`config.mk`:
```
export PLATFORM = sky130hd
export DESIGN_NAME = tt_ctrl
export DESIGN_NICKNAME = d
export VERILOG_FILES = /design/src/rtl/tt_pkg.sv /design/src/rtl/tt_ctrl.sv
export SDC_FILE = /design/constraint.sdc
export NUM_CORES = 1
export LEC_CHECK = 0
export ABC_AREA = 1
export BUFFER_PORTS_ARGS = -buffer_cell sky130_fd_sc_hd__buf_2
export CORE_AREA = 3 3 40 42
export CTS_CLUSTER_SIZE = 8
export DETAILED_ROUTE_END_ITERATION = 8
export DIE_AREA = 0 0 43 45
export GPL_TIMING_DRIVEN = 0
export MAX_ROUTING_LAYER = met4
export PLACE_DENSITY_LB_ADDON = 0.08
export RECOVER_POWER = 50
export SKIP_LAST_GASP = 1
export SYNTH_ARGS = -nofsm -noshare
export SYNTH_HDL_FRONTEND = slang
export SYNTH_SLANG_ARGS = --single-unit
```
`constraint.sdc`:
```
create_clock -name clk -period 1.4 [get_ports clk]
set_input_delay 0.07 -clock clk [delete_from_list [all_inputs] [get_ports clk]]
set_output_delay 0.07 -clock clk [all_outputs]
set_load 0.05 [all_outputs]
```
`src/rtl/tt_pkg.sv`:
```
package tt_pkg;

  // Port field widths
  localparam int OP_W   = 2;
  localparam int CHAR_W = 8;
  localparam int ATTR_W = 8;
  localparam int COL_W  = 7;
  localparam int ROW_W  = 5;
  localparam int CELL_W = 16;

  typedef logic [COL_W-1:0]  col_port_t;
  typedef logic [ROW_W-1:0]  row_port_t;
  typedef logic [CELL_W-1:0] cell_t;

  typedef enum logic [OP_W-1:0] {
    OP_PUT   = 2'd0,
    OP_WRITE = 2'd1,
    OP_READ  = 2'd2,
    OP_NONE  = 2'd3
  } op_t;

  localparam logic [CHAR_W-1:0] CH_NEWLINE   = 8'h0A;
  localparam logic [CHAR_W-1:0] CH_BACKSPACE = 8'h08;
  localparam logic [CHAR_W-1:0] CH_BLANK     = 8'h20;
  localparam logic [ATTR_W-1:0] COLOR_RESET  = 8'h07;
  localparam cell_t             CELL_RESET   = 16'h0720;

  typedef enum logic [1:0] {
    CNT_HOLD,
    CNT_INC,
    CNT_LD_COPY,
    CNT_LD_FILL
  } cnt_cmd_t;

  typedef struct packed {
    logic     accept;
    logic     clear_wr;
    cnt_cmd_t cnt;
    logic     copy_rd;
    logic     fill_wr;
    logic     scroll_done;
    logic     put;
    logic     cell_wr;
    logic     cell_rd;
    logic     out_load;
  } tt_cmd_t;

  typedef struct packed {
    op_t  op;
    logic scroll_pend;
    logic in_range;
    logic cnt_last;
    logic out_full;
  } tt_sts_t;

endpackage

```
`src/rtl/tt_ctrl.sv`:
```
module tt_ctrl (
  input  logic             clk,
  input  logic             rst_n,
  input  logic             in_valid,
  output logic             in_ready,
  input  tt_pkg::tt_sts_t  sts,
  output tt_pkg::tt_cmd_t  cmd
);

  typedef enum logic [2:0] {
    ST_CLEAR,
    ST_IDLE,
    ST_DISPATCH,
    ST_COPY,
    ST_COPY_TAIL,
    ST_FILL,
    ST_PUT,
    ST_DONE
  } state_t;

  state_t state_r, state_nxt;

  always_comb begin
    state_nxt = state_r;
    cmd       = '0;
    cmd.cnt   = tt_pkg::CNT_HOLD;
    case (state_r)
      ST_CLEAR: begin
        cmd.clear_wr = 1'b1;
        if (sts.cnt_last) begin
          state_nxt = ST_IDLE;
        end else begin
          cmd.cnt = tt_pkg::CNT_INC;
        end
      end
      ST_IDLE: begin
        if (in_valid) begin
          cmd.accept = 1'b1;
          state_nxt  = ST_DISPATCH;
        end
      end
      ST_DISPATCH: begin
        state_nxt = ST_DONE;
        case (sts.op)
          tt_pkg::OP_PUT: begin
            if (sts.scroll_pend) begin
              cmd.cnt   = tt_pkg::CNT_LD_COPY;
              state_nxt = ST_COPY;
            end else begin
              cmd.put = 1'b1;
            end
          end
          tt_pkg::OP_WRITE: cmd.cell_wr = sts.in_range;
          tt_pkg::OP_READ:  cmd.cell_rd = sts.in_range;
          default: ;
        endcase
      end
      ST_COPY: begin
        cmd.copy_rd = 1'b1;
        if (sts.cnt_last) begin
          state_nxt = ST_COPY_TAIL;
        end else begin
          cmd.cnt = tt_pkg::CNT_INC;
        end
      end
      ST_COPY_TAIL: begin
        // last copied word lands this cycle
        cmd.cnt   = tt_pkg::CNT_LD_FILL;
        state_nxt = ST_FILL;
      end
      ST_FILL: begin
        cmd.fill_wr = 1'b1;
        if (sts.cnt_last) begin
          cmd.scroll_done = 1'b1;
          state_nxt       = ST_PUT;
        end else begin
          cmd.cnt = tt_pkg::CNT_INC;
        end
      end
      ST_PUT: begin
        cmd.put   = 1'b1;
        state_nxt = ST_DONE;
      end
      ST_DONE: begin
        if (!sts.out_full) begin
          cmd.out_load = 1'b1;
          state_nxt    = ST_IDLE;
        end
      end
      default: state_nxt = ST_CLEAR;
    endcase
  end

  always_ff @(posedge clk) begin
    if (!rst_n) begin
      state_r <= ST_CLEAR;
    end else begin
      state_r <= state_nxt;
    end
  end

  assign in_ready = (state_r == ST_IDLE);

`ifndef NO_ASSERTIONS
  a_accept_dispatch: assert property (@(posedge clk) disable iff (!rst_n)
    cmd.accept |=> state_r == ST_DISPATCH)
    else $error("accepted word not dispatched");
`endif

endmodule

```
# --- After elaboration in Yosys (flattened, before gate mapping) ---
# Index checks and enable logic that the tools add are counted.
totals:
  wordCells: 45
  reg_bits: 3
  out_inout_bits: 12
op_classes:
  reduce_logical: 4
  eq_ne: 14
  muxes: 26
op_table:
  columns: ["op", "n"]
  rows:
  - ["one-hot mux 3 bit (8 select lines)", 1]
  - ["2-to-1 mux 3 bit", 7]
  - ["== test 3 bit (second input constant)", 4]
  - ["2-to-1 mux 1 bit", 12]
  - ["!= test 2 bit (second input constant)", 5]
  - ["2-to-1 mux 2 bit", 4]
  - ["== test 3 x 2 -> 1 bit (second input constant)", 2]
  - ["one-hot mux 2 bit (3 select lines)", 1]
  - ["AND reduction 5 bit", 1]
  - ["== test 3 x 1 -> 1 bit (second input constant)", 1]
  - ["zero test 3 bit", 1]
  - ["OR reduction 3 bit", 1]
  - ["== test 2 x 1 -> 1 bit (second input constant)", 1]
  - ["== test 2 bit (second input constant)", 1]
  - ["zero test 2 bit", 1]
  - ["one-hot mux 1 bit (2 select lines)", 1]

# --- Longest topological paths before layout ---
# Gate-level depths: netlist of the first run.
depth:
  word_depth: 3
  mapped_depth: 8

# --- Least setup slack after synthesis of the first run ---
# No wires, ideal clock.
synth_timing:
  path_kind: "reg-to-output"
  start: "register state_r[2]"
  end: "output port cmd[1] (netlist bit)"
  slack_ps: -660
  path_buffers: 0
  arrival_ps: 1990
  path_stages_with_launch: 4
  cell_sequence: "dfxtp_1 inv_2 nand3_1 nor4_1"
synth_rtl:
  columns: ["item", "line", "rtl"]
  rows:
  - ["start, declared", "tt_ctrl.sv:21", "state_t state_r, state_nxt;"]
  - ["start signal, assigned", "tt_ctrl.sv:98", "state_r <= state_nxt;"]
  - ["end, declared", "tt_ctrl.sv:7", "output tt_pkg::tt_cmd_t cmd"]

==> flow_metrics.env, run 1 <==
export IMPL_status="completed"
export IMPL_synth_warning_count=0
export IMPL_top_regs="state_r: 3 flops"
export IMPL_postSynthAreaPerCell_sq_um=5.481
export IMPL_clkSlewWorstSetupHoldPaths_ns=0.04
export IMPL_post_synth_and_or_nand_nor_area_fraction_pct=55.43
export IMPL_detailroute_wirelength_met2_um=419
export IMPL_worst_hold_slack_ns=0.08065
export IMPL_worst_ir_drop_vdd_mv=1.186
export IMPL_die_height_um=45
export IMPL_routabilityCongestion=0.7089
export IMPL_power_per_cell_area_nw_per_um2=2740
export IMPL_fp_dieArea_sq_um=1935
export IMPL_drc=0
export IMPL_via_count_of_the_first_global_routing_pass=382
export IMPL_antenna_left=0
export IMPL_cts_buffers=3
export IMPL_end_kind="output pin"
export IMPL_cts_max_level=1
export IMPL_tritoncts_clock_tree="built"
export IMPL_dr_pass1_iters=2
export IMPL_via_density=4.304
export IMPL_worst_slew_pin_slew_ns=0.3122
export IMPL_max_cap_violations=0
export IMPL_cts_root_buf="sky130_fd_sc_hd__clkbuf_4"
export IMPL_nets=97
export IMPL_postCtsResizedCells=4
export IMPL_place_port_buffers=20
export IMPL_pwr_share_clk_pct=11.3
export IMPL_postCtsHoldBufs=0
export IMPL_slew_violations=0
export IMPL_synth_top_family_by_area="simple AND/OR/NAND/NOR gates"
export IMPL_worst_clock_skew_ns=0.008121
export IMPL_drt_iter0_markers=3
export IMPL_max_clock_freq_mhz=745.1
export IMPL_dp_hpwl_um=714.5
export IMPL_synth_seq_area_share_pct=17.39
export IMPL_maxUsedRoutingLayer="met3"
export IMPL_design_power_mw=1.378
export IMPL_path_class="flip-flop to output pin"
export IMPL_grt_first_pass_wirelength_mm=1.497
export IMPL_worst_endpoint_required_ns=1.33
export IMPL_core_area_sq_um=1285
export IMPL_part_of_the_power_in_combinational_logic_pct=74.8
export IMPL_die_w_um=43
export IMPL_synthCells=63
export IMPL_setup_violations=0
export IMPL_wl_met3_um=63
export IMPL_synth_net_count=72
export IMPL_internal_power_uw=539.6
export IMPL_crit_path_max_incr_delay_ns=0.31
export IMPL_cp_max_fo=9
export IMPL_clock_latency_ns=0.24
export IMPL_num_rows=13
export IMPL_grt_setup_unrepaired="true"
export IMPL_yosys_register_bits=3
export IMPL_max_buffers_root_to_sink=2
export IMPL_power_static_leakage_nw=0.3196
export IMPL_holdCritPathClass="input port to flip-flop"
export IMPL_worstSetupStartpointType="flip-flop"
export IMPL_report_final_hold_viol_count=0
export IMPL_timing_final_crit_share_pct=95.87
export IMPL_grt_total_usage_pct=10.43
export IMPL_io_pin_count=21
export IMPL_wl_per_cell_um=8.784
export IMPL_met1_length_um=413
export IMPL_routed_wl_um=896
export IMPL_relSlewSlack_pct=79.11
export IMPL_globalRouteOverflowTotal=0
export IMPL_post_synth_instance_area_sq_um=345.3
export IMPL_power_net_switching_uw=838.5
export IMPL_cpMostUsedCell="sky130_fd_sc_hd__buf_6"
export IMPL_cts_repair_timing_setup_buffer_count=0
export IMPL_finalCriticalPeriod_ns=1.342
export IMPL_largest_register="state_r"
export IMPL_path_cells="buf_6, inv_1, nand3_1, nand3_2, nand2_4, nand2_1, buf_6"
export IMPL_synthesized_area_fraction_occupied_by_xor_and_xnor_cells_pct=0
export IMPL_seq_power_share_pct=13.9
export IMPL_synth_compound_gate_area_share_pct=8.696
export IMPL_synth_cell_types=15
export IMPL_dr_total_vias=439
export IMPL_largest_register_ff_count=3
export IMPL_power_switching_fraction_pct=60.85
export IMPL_cp_arrival_ns=1.27
export IMPL_maximum_number_of_pins_on_one_net_before_global_route_repair=10
export IMPL_syn2layout_area_growth_pct=45.65
export IMPL_postLayoutCoreUtil_pct=39.14
export IMPL_tritoncts_num_sinks=3
export IMPL_antenna_violations_before_repair=0
export IMPL_insertedDiodeCount=0
export IMPL_synth_fa_ha_area_share_pct=0
export IMPL_synthMuxAreaShare_pct=0
export IMPL_initial_core_util_pct=26.87
export IMPL_layout_drive_gt1_share_pct=40.23
export IMPL_crit_path_top_delay_cell="sky130_fd_sc_hd__dfxtp_1"
[path summary, 6_finish.rpt]
check,startpoint,to,slack (ns),depth (start not counted)
worst min-delay path,rst_n,state_r[2],0.08,3
worst min register to register,state_r[2],state_r[2],0.55,2
worst max-delay path,state_r[1],cmd[7],0.06,7
worst max register to register,state_r[1],state_r[2],0.14,8
[layout by cell type, fill, tap and decap left out]
master                     instances
sky130_fd_sc_hd__dfxtp_1           1
sky130_fd_sc_hd__buf_2            14
sky130_fd_sc_hd__buf_4             1
sky130_fd_sc_hd__nor2_1           11
sky130_fd_sc_hd__dfxtp_2           2
sky130_fd_sc_hd__nand2_1          12
sky130_fd_sc_hd__clkbuf_4          4
sky130_fd_sc_hd__nand3_2           1
sky130_fd_sc_hd__nor2_2            3
sky130_fd_sc_hd__o21ai_1           1
sky130_fd_sc_hd__clkbuf_1          1
sky130_fd_sc_hd__inv_1            12
sky130_fd_sc_hd__clkbuf_2          3
sky130_fd_sc_hd__inv_2             2
sky130_fd_sc_hd__nand2_4           1
sky130_fd_sc_hd__nand3_1           9
sky130_fd_sc_hd__nor4_2            1
sky130_fd_sc_hd__buf_6             2
sky130_fd_sc_hd__a21oi_1           5
sky130_fd_sc_hd__nand2_2           1
[per-layer routing]
layer / track usage (%) / up-vias
met5: - / -
li1: - / 240
met3: 2.789 / 0
met4: 3.614 / 0
met2: 17.07 / 14
met1: 12.41 / 185
[synth_stat cells]
master                    instances  area, sq um
sky130_fd_sc_hd__a21oi_1          5        25.02
sky130_fd_sc_hd__buf_6            1        11.26
sky130_fd_sc_hd__dfxtp_1          3        60.06
sky130_fd_sc_hd__inv_1           12        45.04
sky130_fd_sc_hd__inv_2            2        7.510
sky130_fd_sc_hd__nand2_1         12        45.04
sky130_fd_sc_hd__nand2_2          1        6.260
sky130_fd_sc_hd__nand2_4          1        11.26
sky130_fd_sc_hd__nand3_1          9        45.04
sky130_fd_sc_hd__nand3_2          1        10.01
sky130_fd_sc_hd__nor2_1          10        37.54
sky130_fd_sc_hd__nor2_2           3        18.77
sky130_fd_sc_hd__nor2_4           1        11.26
sky130_fd_sc_hd__nor4_1           1        6.260
sky130_fd_sc_hd__o21ai_0          1        5.000
[final cells by class]
class | count | area, sq um
Timing Repair Buffer | 20 | 111.4
Clock buffer | 4 | 26.28
Sequential cell | 3 | 62.56
Fill cell | 147 | 782.0
Buffer | 1 | 11.26
Multi-Input combinational cell | 45 | 220.2
Tap cell | 15 | 18.77
Inverter | 14 | 52.55
[power groups by stage]
stage                     clock, mW  sequential (mW)  combinational (mW)
final                         0.155            0.192                1.03
after global routing          0.168            0.198                1.13
after CTS                     0.159            0.191                1.03
after detailed placement          0            0.185                1.01
after global placement            0            0.187                1.01
after floorplan                   0            0.172               0.822
[worst max-delay path: cells and delay by family (launching register included)]
family | cells | cell delay [ns]
flops | 1 | 0.31
simple gates | 4 | 0.39
buf+inv | 3 | 0.33
[kinds of logic (layout without fill, tap and decap cells)]
group | Yosys count | in the layout
and+or+nand+nor | 39 | 39
buffers and inverters | 15 | 39
AOI/OAI and AO/OA | 6 | 6
DFF | 3 | 3
[stage by stage]
stage / worst slack, ns / cell area (sq um) / cells / setup TNS (ns)
2_1_floorplan: -0.08629 / 351.6 / 63 / -0.08629
3_3_place_gp: 0.1474 / 470.5 / 98 / 0
3_5_place_dp: 0.1611 / 470.5 / 98 / 0
4_1_cts: 0.02353 / 504.2 / 102 / 0
5_1_grt: -0.02903 / 503.0 / 102 / -0.04068
6_report: 0.05787 / 503.0 / 102 / 0
(Power assumes the default switching activity.)
==> run 2: changes to the inputs <==
Settings changed: REMOVE_ABC_BUFFERS set to 1.
==> run 2 against run 1 <==
  * Sequential power rose by 24%
  * Worst hold slack improved by 0.0027 ns
  * Clock-buffer cell count did not move
  * Clock skew fell by 0.0079 ns
  * Register-to-register slack improved by 0.12 ns
  * Largest cell class unchanged
==> flow_metrics.env, run 2 (same netlist as run 1, synthesis figures left out) <==
export IMPL_num_rows=13
export IMPL_cts_buffers=3
export IMPL_fp_dieArea_sq_um=1935
export IMPL_timing_final_crit_share_pct=94.18
export IMPL_path_cells="inv_2, nand3_2, nor4_2, buf_4"
export IMPL_timing_critical_path_to="cmd[1]"
export IMPL_worst_slack_ns=0.08141
export IMPL_slew_violations=0
export IMPL_worst_slew_pin_slew_ns=0.2759
export IMPL_holdCritPathClass="input port to flip-flop"
export IMPL_antenna_violations_before_repair=0
export IMPL_report_final_hold_viol_count=0
export IMPL_postCtsHoldBufs=0
export IMPL_die_w_um=43
export IMPL_setup_violations=0
export IMPL_finalCriticalPeriod_ns=1.319
export IMPL_via_count_of_the_first_global_routing_pass=359
export IMPL_globalRouteOverflowTotal=0
export IMPL_worstSetupStartpointType="flip-flop"
export IMPL_crit_path_top_delay_cell="sky130_fd_sc_hd__dfxtp_2"
export IMPL_power_net_switching_uw=834.8
export IMPL_end_kind="output pin"
export IMPL_maximum_number_of_pins_on_one_net_before_global_route_repair=10
export IMPL_grt_total_usage_pct=10.21
export IMPL_crit_path_max_incr_delay_ns=0.35
export IMPL_mostFrequentLayoutCell="sky130_fd_sc_hd__buf_2"
export IMPL_drt_iter0_markers=6
export IMPL_die_height_um=45
export IMPL_tritoncts_clock_tree="built"
export IMPL_grt_setup_unrepaired="true"
export IMPL_fin_setup_tns_ns=0
export IMPL_largest_register="state_r"
export IMPL_core_area_sq_um=1285
export IMPL_internal_power_uw=524.8
export IMPL_clkSlewWorstSetupHoldPaths_ns=0.04
export IMPL_layout_drive_gt1_share_pct=44.19
export IMPL_worst_ir_drop_vdd_mv=1.031
export IMPL_postLayoutCoreUtil_pct=39.73
export IMPL_dr_total_vias=415
export IMPL_power_switching_fraction_pct=61.40
export IMPL_hold_depth=3
export IMPL_seq_power_share_pct=17.5
export IMPL_layoutNonFillerInstCount=101
export IMPL_max_clock_freq_mhz=758.4
export IMPL_cp_max_fo=7
export IMPL_place_port_buffers=20
export IMPL_path_class="flip-flop to output pin"
export IMPL_drc=0
export IMPL_top_regs="state_r: 3 flops"
export IMPL_worst_r2r_setup_slack_ns=0.26
export IMPL_grt_first_pass_wirelength_mm=1.435
export IMPL_cts_max_level=1
export IMPL_worst_r2r_startpoint="state_r[2]"
export IMPL_max_cap_violations=0
export IMPL_status="completed"
export IMPL_routabilityCongestion=0.7157
export IMPL_largest_register_ff_count=3
export IMPL_regToRegEndpoint="state_r[1]"
export IMPL_relSlewSlack_pct=81.68
export IMPL_nets=96
export IMPL_critical_path_startpoint="state_r[2]"
export IMPL_detailed_place_area_sq_um=452.9
export IMPL_initial_core_util_pct=26.87
export IMPL_tritoncts_num_sinks=3
export IMPL_worst_clock_skew_ns=0.0002123
export IMPL_worst_endpoint_required_ns=1.33
export IMPL_via_density=4.109
export IMPL_clock_latency_ns=0.23
export IMPL_power_per_cell_area_nw_per_um2=2663
export IMPL_design_power_mw=1.360
export IMPL_dp_hpwl_um=700.1
export IMPL_wl_per_cell_um=8.416
export IMPL_dr_pass1_iters=4
export IMPL_pre_cts_ws_ns=0.1720
export IMPL_insertedDiodeCount=0
export IMPL_cp_arrival_ns=1.25
export IMPL_routed_wl_um=850
export IMPL_worst_hold_slack_ns=0.08335
export IMPL_part_of_the_power_in_combinational_logic_pct=71.6
export IMPL_syn2layout_area_growth_pct=47.83
export IMPL_max_buffers_root_to_sink=2
export IMPL_antenna_left=0
export IMPL_worst_case_reg_to_reg_path_depth=6
export IMPL_dpl_cell_count=97
export IMPL_io_pin_count=21
export IMPL_cts_root_buf="sky130_fd_sc_hd__clkbuf_4"
export IMPL_pwr_share_clk_pct=10.9
export IMPL_most_common_layout_cells="sky130_fd_sc_hd__buf_2, sky130_fd_sc_hd__inv_1, sky130_fd_sc_hd__nand2_1, sky130_fd_sc_hd__nor2_1, sky130_fd_sc_hd__nand3_1"
export IMPL_power_static_leakage_nw=0.3191
export IMPL_final_cell_area_excluding_filler_cells_sq_um=510.5
[run 2: worst min-delay path by stage]
stage	startpoint	to
detailed placement	sts[1]	state_r[0]
CTS	rst_n	state_r[2]
finish	rst_n	state_r[2]
floorplan	rst_n	state_r[1]
global placement	sts[1]	state_r[0]
global route	rst_n	state_r[2]
[run 2: what timing repair did]
item                                    CTS  global route
endpoints found under the setup margin    2             3
setup buffers                             0             0
pin swaps                                 0             1
gates cloned                              0             0
gates resized for setup                   5             7
[run 2: power by group through the flow]
stage	logic, mW	clock network, mW	registers, mW
CTS	0.954	0.158	0.224
floorplan	0.764	0	0.192
finish	0.973	0.148	0.238
global placement	0.934	0	0.213
detailed placement	0.934	0	0.211
global route	1.07	0.163	0.250
[run 2: per-layer routing]
metal  wire length, um  track usage, %  up-vias
met3                34           2.390        0
li1                  -               -      237
met5                 0               -        -
met2               421           15.57        7
met4                 0           7.229        0
met1               394           11.81      171
[run 2: cell type report]
class / instances / area (sq um)
fill: 159 / 774.5
multi-input combinational: 45 / 237.7
timing repair buffer: 20 / 108.9
sequential: 3 / 66.31
inverter: 14 / 52.55
clock buffer: 4 / 26.28
tap: 15 / 18.77
[run 2: critical path, delay by kind of cell, from the launching register on]
| family | cells | cell delay (ns) |
|---|---|---|
| buffers and inverters | 2 | 0.36 |
| flip-flops | 1 | 0.35 |
| AND/OR/NAND/NOR | 2 | 0.32 |
